File: src/hw/rtl/lmv_mul.sv
`timescale 1ns / 1ps
module lmv_mul #(
  parameter int W = 42
) (
  input  logic             clk_i,
  input  logic [2:0]       en_i,
  input  logic [W-1:0]     a_i,
  input  logic [W-1:0]     b_i,
  output logic [2*W-1:0]   prod_o
);

  localparam int LimbW = 32;
  localparam int NumLimbs = (W + LimbW - 1) / LimbW;
  localparam int PadW = NumLimbs * LimbW;

  logic [PadW-1:0]    a_pad, b_pad;
  logic [2*LimbW-1:0] pp_q [NumLimbs][NumLimbs];
  logic [2*PadW-1:0]  row_d [NumLimbs];
  logic [2*PadW-1:0]  row_q [NumLimbs];
  logic [2*PadW-1:0]  total_d, prod_q;

  assign a_pad = PadW'(a_i);
  assign b_pad = PadW'(b_i);

  // Limb partial products, each at most 32 by 32 bits.
  always_ff @(posedge clk_i) begin
    if (en_i[0]) begin
      for (int i = 0; i < NumLimbs; i++) begin
        for (int j = 0; j < NumLimbs; j++) begin
          pp_q[i][j] <= (2*LimbW)'(a_pad[i*LimbW +: LimbW]) *
                        (2*LimbW)'(b_pad[j*LimbW +: LimbW]);
        end
      end
    end
  end

  always_comb begin
    for (int i = 0; i < NumLimbs; i++) begin
      row_d[i] = '0;
      for (int j = 0; j < NumLimbs; j++) begin
        row_d[i] = row_d[i] + ((2*PadW)'(pp_q[i][j]) << (j * LimbW));
      end
    end
  end

  always_ff @(posedge clk_i) begin
    if (en_i[1]) begin
      row_q <= row_d;
    end
  end

  always_comb begin
    total_d = '0;
    for (int i = 0; i < NumLimbs; i++) begin
      total_d = total_d + (row_q[i] << (i * LimbW));
    end
  end

  always_ff @(posedge clk_i) begin
    if (en_i[2]) begin
      prod_q <= total_d;
    end
  end

  assign prod_o = prod_q[2*W-1:0];

endmodule

File: config.mk
export PLATFORM = sky130hd
export DESIGN_NAME = lmv_mul
export DESIGN_NICKNAME = d
export VERILOG_FILES = /design/src/hw/rtl/lmv_mul.sv
export SDC_FILE = /design/constraint.sdc
export NUM_CORES = 2
export LEC_CHECK = 0
export BUFFER_PORTS_ARGS = -buffer_cell sky130_fd_sc_hd__buf_2
export CAP_MARGIN = 0
export CORE_ASPECT_RATIO = 0.6
export CORE_MARGIN = 3
export CORE_UTILIZATION = 30
export CTS_CLUSTER_SIZE = 12
export DETAILED_ROUTE_END_ITERATION = 6
export PLACE_DENSITY = 0.46
export SYNTH_ARGS = -nofsm -noshare
export SYNTH_HDL_FRONTEND = slang
export SYNTH_SLANG_ARGS = --single-unit
File: constraint.sdc
create_clock -name clk_i -period 9.3 [get_ports clk_i]
set_clock_uncertainty 0.05 [all_clocks]
set_input_delay 1.395 -clock clk_i [delete_from_list [all_inputs] [get_ports clk_i]]
set_output_delay 1.395 -clock clk_i [all_outputs]
set_load 0.03 [all_outputs]
==> results.md <==
* Share of cells above drive strength 1 at 7.08%
* DR WL/cell at 21.2 um
* Clk Latency, worst-skew pair at 640 ps
* Mapped Area at 71900 um^2
* Peak Freq at 112 MHz
* Post-Synthesis Cells at 7403
* Post-route DRC at 0
* Cell row count at 138
* Area occupied by multi-input gates at 53900 um^2
* Reg2reg start: row_q[165]
* Synth top cells by count: fa_1, inv_1, nand2_1
* Vias in the first global route at 53682
* RSZ-0062 raised after global routing: no
* Die Ht at 385 um
* YS warnings at 0
* Die width at 638 um
* Total core area at 237000 um^2
* Status: finished, final reports clean
* CTS buffer count at 48
* Final Max Slew Viols at 0
* Largest family of logic cells by synthesized area: adder cells
* Register area share after synthesis at 15.8%
* 1st-iter DRT viols at 3757
* MaxCap Viol Count at 0
* Final hold vios at 0
* Worst Path Arrival at 9260 ps
* Setup Buffers After CTS at 0
* Top cells by area, synth: fa_1, edfxtp_1, ha_1, and2_1, inv_1
* Die Area at 246000 um^2
* TritonCTS clock tree: built
* Yosys cell types at 73
* Max_slew headroom at 28.3%
* Yosys reg bits at 379
* R2R depth at 12
* # fillers at 24384
* RR Endpoint: prod_q[83]
* Final net count at 9594
* CP endpoint: pp_q[0][96]
* Worst slack at placement at -209 ps
* Detailed Routing Iterations Pass 1 at 6
* XOR/XNOR share of the synthesized area at 3.03%
* Avg Synthesized Cell Area at 9.72 um^2
* Worst Hold Class: flop to flop
* Simple logic cell fraction of the synthesized area at 15.9%
* Post-synth ARST share at 0%
* Starting Density at 30.3%
* Antenna viol nets, final at 0
* Reg clk slew, reported paths at 60 ps
* Clk root buf: clkbuf_16
* Crit path capture type: flop
* Routability Congestion at 0.893
* Initial antenna violation count at 46
* Ports at 172
* Setup violators final at 0
* Clock sink count at 379
* Synth-to-layout area growth at 9.92%
* Max clock buf depth at 3
* Port Buffers at 171
* Synth Area in Adders at 49.7%
* Hold WS at 364 ps
* Critical Path Source Type: input pin
* Crit path from: a_i[19]
* First-pass GRT wire length at 349 mm
* Synthesized Nets at 9485
* Sequential standard cell area at 11400 um^2
* Final min period at 8960 ps
* Post-synth EDFFs at 379
* Setup ws final at 344 ps
* Required @ worst endpoint at 9600 ps
* Post-Route WL at 227 mm
* Global-route usage over all layers at 18.8%
* Largest net degree at the start of global routing at 78
* Max FO, Critical Path at 17
* Routed vias at 51032
* Post-place instance area at 77500 um^2
* Post-synth top area cell: fa_1
* Critical path class: input pin to flop
* DP Wirelength at 187 mm
* Avg Vias per Cell at 4.76
* Worst slew pin tran at 1080 ps
* Dominant synthesized flop cell: edfxtp_1
* H-tree levels at 2
* Final Cell Area at 79100 um^2
* Internal reg-to-reg setup slack at 5060 ps
* Post-route clock period utilization at 96.3%
* GRT Residual Overflow at 0
* Multiplexer area fraction after synthesis at 0.0278%
* Yosys top cell area share at 40.0%
* Post-synthesis compound-gate area fraction at 6.29%
* Top-count cell post-synth: fa_1
* Finished Core Util at 33.4%
layout by cell type, fill, tap and decap left out, types with 5 or more instances in the layout:
cell,instances
a211o_1,9
a211oi_1,27
a21boi_0,10
a21o_1,123
a21oi_1,230
a31oi_1,23
and2_1,909
and3_1,31
buf_12,10
buf_2,167
buf_4,269
bufinv_16,5
clkbuf_1,9
clkbuf_16,48
clkinv_1,10
clkinv_2,5
diode_2,18
edfxtp_1,379
fa_1,1437
ha_1,557
inv_1,1390
nand2_1,1008
nand2b_1,21
nand3_1,43
nand4_1,37
nor2_1,141
nor2b_1,38
nor3_1,26
nor4_1,8
o211ai_1,12
o21a_1,29
o21ai_0,124
o21bai_1,40
o221ai_1,6
o22ai_1,7
o31a_1,5
o31ai_1,6
or3_1,7
xnor2_1,172
xor2_1,77
layout make-up:
| cell class | count | share of cell area [%] |
|---|---|---|
| Multi-Input combinational cell | 5244 | 68.1 |
| Clock buffer | 57 | 1.56 |
| Clock inverter | 28 | 0.365 |
| Tap cell | 3150 | 4.98 |
| Antenna cell | 18 | 0.0570 |
| Inverter | 1390 | 6.60 |
| Timing Repair Buffer | 449 | 3.90 |
| Sequential cell | 379 | 14.4 |
through the flow:
stage	std cells	setup TNS, ps
finish	10715	0
global route	10698	0
CTS	10697	0
detailed placement	10612	-1790
global placement	10612	-1220
floorplan	7403	0
critical path, stage by stage:
cell and delay, ps:
buf_2 420, and2_1 230, fa_1 490, fa_1 630, inv_1 80, fa_1 450, fa_1 550, inv_1 60
fa_1 580, fa_1 440, fa_1 620, fa_1 500, ha_1 370, nand2_1 100, o21ai_0 420, a21oi_1 70
o21ba_2 240, o21ai_1 110, nor4_2 320, buf_4 170, a211oi_1 90, o41ai_1 460, a21boi_1 160, buf_4 160
xnor2_1 120
metal layers:
| metal | track usage (%) | vias to the layer above | part of all wire [%] |
|---|---|---|---|
| li1 | - | 22868 | - |
| met1 | 29.8 | 26342 | 51 |
| met2 | 24.3 | 1674 | 37 |
| met3 | 6.46 | 134 | 11 |
| met4 | 2.49 | 14 | 1.2 |
| met5 | 0 | - | 0.041 |
kinds of logic (layout without fill, tap and decap cells):
logic type / count (synthesis) / in the layout
and+or+nand+nor: 2291 / 2291
adders and majority gates: 1994 / 1994
buffers and inverters: 1780 / 1924
AOI/OAI and AO/OA: 708 / 708
DFF: 379 / 379
xor gates and xnor gates: 249 / 249
muxes: 2 / 2
other: 0 / 18
worst min-delay path by stage:
stage | startpoint | endpoint | slack, ps | depth (start not counted)
after global routing | pp_q[1][54] | row_q[12] | 360 | 0
after CTS | pp_q[1][59] | row_q[17] | 360 | 0
after floorplan | row_q[128] | prod_q[0] | 350 | 0
after detailed placement | row_q[129] | prod_q[1] | 350 | 0
after global placement | row_q[128] | prod_q[0] | 350 | 0
final | pp_q[1][59] | row_q[17] | 360 | 0
state kept, by name, summed over array words and instances (netlist names):
name,flops
pp_q,168
row_q,127
prod_q,84
repair_timing:
| item | in CTS | in global routing |
|---|---|---|
| setup endpoints to repair | 0 | 3 |
| hold buffers | 0 | 0 |
| hold endpoints to repair | 0 | 0 |
| gates resized for setup | 0 | 2 |
Power is left out: the tool's default activity adds up to more than one toggle a clock period on the data nets, which glitch-free logic cannot reach.
