==> src/hw/rtl/lmv_pkg.sv <==
`timescale 1ns / 1ps
package lmv_pkg;

  localparam int MomentumBitsDefault = 18;
  localparam int RegW = 14;
  localparam int MsqW = 2 * RegW;
  localparam int NumStages = 8;

  localparam logic [RegW-1:0] ProtonMassReset = RegW'(3843);
  localparam logic [RegW-1:0] PionMassReset   = RegW'(572);
  localparam logic [RegW-1:0] WindowLowReset  = RegW'(4547);
  localparam logic [RegW-1:0] WindowHighReset = RegW'(4608);

  typedef enum logic [1:0] {
    RegProtonMass = 2'd0,
    RegPionMass   = 2'd1,
    RegWindowLow  = 2'd2,
    RegWindowHigh = 2'd3
  } reg_idx_e;

  // Squares of the configuration registers.
  typedef struct packed {
    logic [MsqW-1:0] proton_sq;
    logic [MsqW-1:0] pion_sq;
    logic [MsqW-1:0] low_sq;
    logic [MsqW-1:0] high_sq;
  } msq_t;

  // Per-item flags that ride along with the wide products.
  typedef struct packed {
    logic plus_proton;
    logic r_pos;
    logic q_neg;
  } side_t;

  function automatic int max_w(input int a, input int b);
    return (a > b) ? a : b;
  endfunction

  // Sum of three squares of a p-bit signed value.
  function automatic int sum_w(input int p);
    return 2 * p + 1;
  endfunction

  // Squared magnitude plus a squared mass.
  function automatic int ab_w(input int p);
    return max_w(sum_w(p), MsqW) + 1;
  endfunction

  // Signed dot product of two p-bit vectors.
  function automatic int dot_w(input int p);
    return 2 * p + 2;
  endfunction

  // Signed right-hand side of the window compares.
  function automatic int r_w(input int p);
    return max_w(dot_w(p) + 1, MsqW + 1) + 3;
  endfunction

  function automatic int mul_w(input int p);
    return max_w(ab_w(p), r_w(p));
  endfunction

endpackage

==> src/hw/rtl/lmv_cfg.sv <==
`timescale 1ns / 1ps
module lmv_cfg (
  input  logic                   clk_i,
  input  logic                   rst_ni,
  input  logic                   cfg_we_i,
  input  logic [1:0]             cfg_idx_i,
  input  logic [lmv_pkg::RegW-1:0] cfg_data_i,
  output lmv_pkg::msq_t          msq_o
);
  import lmv_pkg::*;

  logic [RegW-1:0] proton_q, pion_q, low_q, high_q;
  msq_t            msq_q, msq_d;

  always_ff @(posedge clk_i or negedge rst_ni) begin
    if (!rst_ni) begin
      proton_q <= ProtonMassReset;
      pion_q   <= PionMassReset;
      low_q    <= WindowLowReset;
      high_q   <= WindowHighReset;
    end else if (cfg_we_i) begin
      case (reg_idx_e'(cfg_idx_i))
        RegProtonMass: proton_q <= cfg_data_i;
        RegPionMass:   pion_q   <= cfg_data_i;
        RegWindowLow:  low_q    <= cfg_data_i;
        RegWindowHigh: high_q   <= cfg_data_i;
        default: ;
      endcase
    end
  end

  always_comb begin
    msq_d.proton_sq = MsqW'(proton_q) * MsqW'(proton_q);
    msq_d.pion_sq   = MsqW'(pion_q) * MsqW'(pion_q);
    msq_d.low_sq    = MsqW'(low_q) * MsqW'(low_q);
    msq_d.high_sq   = MsqW'(high_q) * MsqW'(high_q);
  end

  // Squares are refreshed every cycle; the user must change registers only while idle, unchecked by the block.
  always_ff @(posedge clk_i) begin
    msq_q <= msq_d;
  end

  assign msq_o = msq_q;

endmodule

==> config.mk <==
export PLATFORM = sky130hd
export DESIGN_NAME = lmv_cfg
export DESIGN_NICKNAME = d
export VERILOG_FILES = /design/src/hw/rtl/lmv_pkg.sv /design/src/hw/rtl/lmv_cfg.sv
export SDC_FILE = /design/constraint.sdc
export NUM_CORES = 2
export LEC_CHECK = 0
export BUFFER_PORTS_ARGS = -buffer_cell sky130_fd_sc_hd__buf_2
export CAP_MARGIN = 5
export CORE_ASPECT_RATIO = 0.6
export CORE_UTILIZATION = 50
export DETAILED_ROUTE_END_ITERATION = 10
export PLACE_DENSITY_LB_ADDON = 0.3
export SLEW_MARGIN = 40
export SYNTH_ARGS = -nofsm -noshare
export SYNTH_HDL_FRONTEND = slang
export SYNTH_SLANG_ARGS = --single-unit
==> constraint.sdc <==
create_clock -name clk_i -period 6.72 [get_ports clk_i]
set_input_delay 1.344 -clock clk_i [delete_from_list [all_inputs] [get_ports clk_i]]
set_output_delay 1.344 -clock clk_i [all_outputs]
set_load 0.01 [all_outputs]
==> out/metrics.yaml <==
tightest_slew_ns: 0.7440
setup_tns_ns: 0
netlist_instances: 2776
first_pass_iters: 5
slowest_delay_ns: 0.69
rsz0062_at_grt: "false"
grt_start_max_net_pins: 57
fp.coreArea_um2: 51650
die-area_um2: 53960
max-clock-path-buffers: 2
wirelength_um: 59240
ys_warn_count: 0
grt_pass1_wl_um: 101800
crit_fanout: 14
ys_async_sr_fraction_pct: 34.15
fmax_ghz: 0.1576
layout.nets: 3708
cp_slowest_cell: "dfrtp_1"
outcome: "completed"
numClockSinks: 164
path_cells: "and2_1, inv_1, fa_1, fa_1, fa_1, inv_1, fa_1, fa_1, inv_1, fa_1, inv_1, ha_1, and2_1, nand4_1, a211oi_2, o21ai_1, o21ai_1, a31oi_1, o31ai_1, xnor2_1"
fillCellCount: 4574
drive_gt1_share_pct: 10.50
via_per_inst: 5.130
start_util_pct: 51.31
drc_errors: 0
period_share_pct: 94.42
num_vias: 18380
synth_cell_type_count: 71
yosys_most_used_dff: "dfxtp_1"
synth_area_um2: 26500
cts_tree: "built"
fin_crit_ns: 6.345
antenna_found_initial: 2
cp-start-kind: "flip-flop"
min_path_type: "reg2reg"
slew_headroom_pct: 50.25
cp.arrival_ns: 6.69
worstSkewPairLatency_ns: 0.47
area_growth_pct: 7.427
htree_num_levels: 4
mostFrequentLayoutCell: "inv_1"
hold_viol_final: 0
hpwlAfterDp_um: 49730
cp_data_required_time_ns: 7.07
path_clk_slew_ns: 0.07
end_kind: "flip-flop"
port-buffer-count: 126
synth_edf_count: 0
num_rows: 64
io_pins: 131
routabilityCongestion: 0.8989
final_cell_mix: "inv_1, fa_1, ha_1"
drv_cap: 0
groute.usage.overall_pct: 23.55
cts_buffers: 17
synth.avg_cell_area_um2: 9.546
grt_pass1_vias: 19920
crit_type: "reg2reg"
dieHeight_um: 180.3
postCtsHoldBufs: 0
setup_viol: 0
drv_slew: 0
yosysSeqAreaShare_pct: 13.54
grt-ovfl-total: 0
cts_root_buf: "clkbuf_16"
routedWlPerCell_um: 16.54
crit_top_cell: "fa_1"
synth-seq-cells: 164
ant_nets: 0
skew_ns: 0.01285
drtIter0Drc: 1152
die_width_um: 299.2
==> registers in the layout (all words and copies together), names as in the netlist <==
name	cells
low_q	14
pion_q	14
high_q	14
msq_o	108
proton_q	14
==> synth_stat cells (all sizes together) (41+ instances only) <==
master  count  share of area [%]
clkbuf     67               0.95
fa        454                 34
inv       692                9.8
dfxtp     108                8.2
a21o       43                1.2
a21oi      77                1.5
nor2       63               0.89
mux2       54                2.3
xnor2     101                3.3
o21ai      45               0.96
ha        362                 17
nand2     278                3.9
xor2       41                1.4
and2      122                2.9
==> per-layer routing <==
metal,vias up,track usage (%),share of wire (%)
met3,68,5.027,6.1
met5,-,0,0
met4,0,5.061,1.8
met2,469,36.96,45
met1,9160,33.47,47
li1,8678,-,-
==> final cells by class <==
class / instances / area (µm²) / share of cell area [%]
inverters: 692 / 2597 / 9.124
well taps: 693 / 867.1 / 3.046
clock inverters: 13 / 125.1 / 0.4395
multi-input cells: 1847 / 20020 / 70.32
flip-flops and latches: 164 / 3596 / 12.63
clock buffers: 19 / 432.9 / 1.521
repair buffers: 151 / 822.0 / 2.888
diodes: 3 / 7.507 / 0.02637
==> critical path, delay by kind of cell, from the launching register on <==
| family | cells | cell delay (ns) |
|---|---|---|
| AO/OA/AOI/OAI | 5 | 1.34 |
| XOR/XNOR | 1 | 0.11 |
| adder cells (fa/ha/maj) | 7 | 3.24 |
| buffers and inverters | 4 | 0.22 |
| flip-flops | 1 | 0.69 |
| AND/OR/NAND/NOR | 3 | 0.61 |
==> kinds of logic (layout without fill, tap and decap cells) <==
kind of cell             after synthesis  after routing  share of synthesized area, %
adder cells (fa/ha/maj)              816            816                         51.39
AND/OR/NAND/NOR                      564            564                         10.00
other                                  1              7                       0.01415
AO/OA/AOI/OAI                        264            264                         6.983
XOR/XNOR                             142            142                         4.693
multiplexers                          57             57                         2.408
buffers and inverters                768            875                         10.98
flip-flops                           164            164                         13.54
==> through the flow <==
| step | setup WS [ns] | area, µm² | hold WS (ns) | instances | utilization (%) |
|---|---|---|---|---|---|
| floorplan | 0.7490 | 26510 | 0.4247 | 2779 | - |
| global placement | 0.4485 | 27890 | 0.5541 | 3547 | 54.00 |
| detailed placement | 0.3357 | 27890 | 0.5426 | 3547 | 54.00 |
| CTS | 0.2901 | 28450 | 0.5547 | 3579 | 55.08 |
| global route | 0.01087 | 28460 | 0.5703 | 3580 | 55.11 |
| finish | 0.3752 | 28470 | 0.5555 | 3582 | 55.12 |
==> path summary, 6_finish.rpt <==
path / startpoint / depth (start not counted) / slack, ns / endpoint
setup / recovery: high_q[8] / 20 / 0.38 / msq_o[27]
hold / removal: low_q[0] / 0 / 0.56 / msq_o[28]
setup reg to reg: high_q[8] / 20 / 0.38 / msq_o[27]
hold reg to reg: low_q[0] / 0 / 0.56 / msq_o[28]
max in group asynchronous: rst_ni / 2 / 5.38 / high_q[3]
min in group asynchronous: rst_ni / 2 / 0.92 / low_q[10]
==> repair_timing <==
action                                  4_1_cts  5_1_grt
gates resized for setup                       0        8
setup buffers                                 0        0
endpoints found under the setup margin        0        6
Power is left out: the tool's default activity adds up to more than one toggle a clock period on the data nets, which glitch-free logic cannot reach.
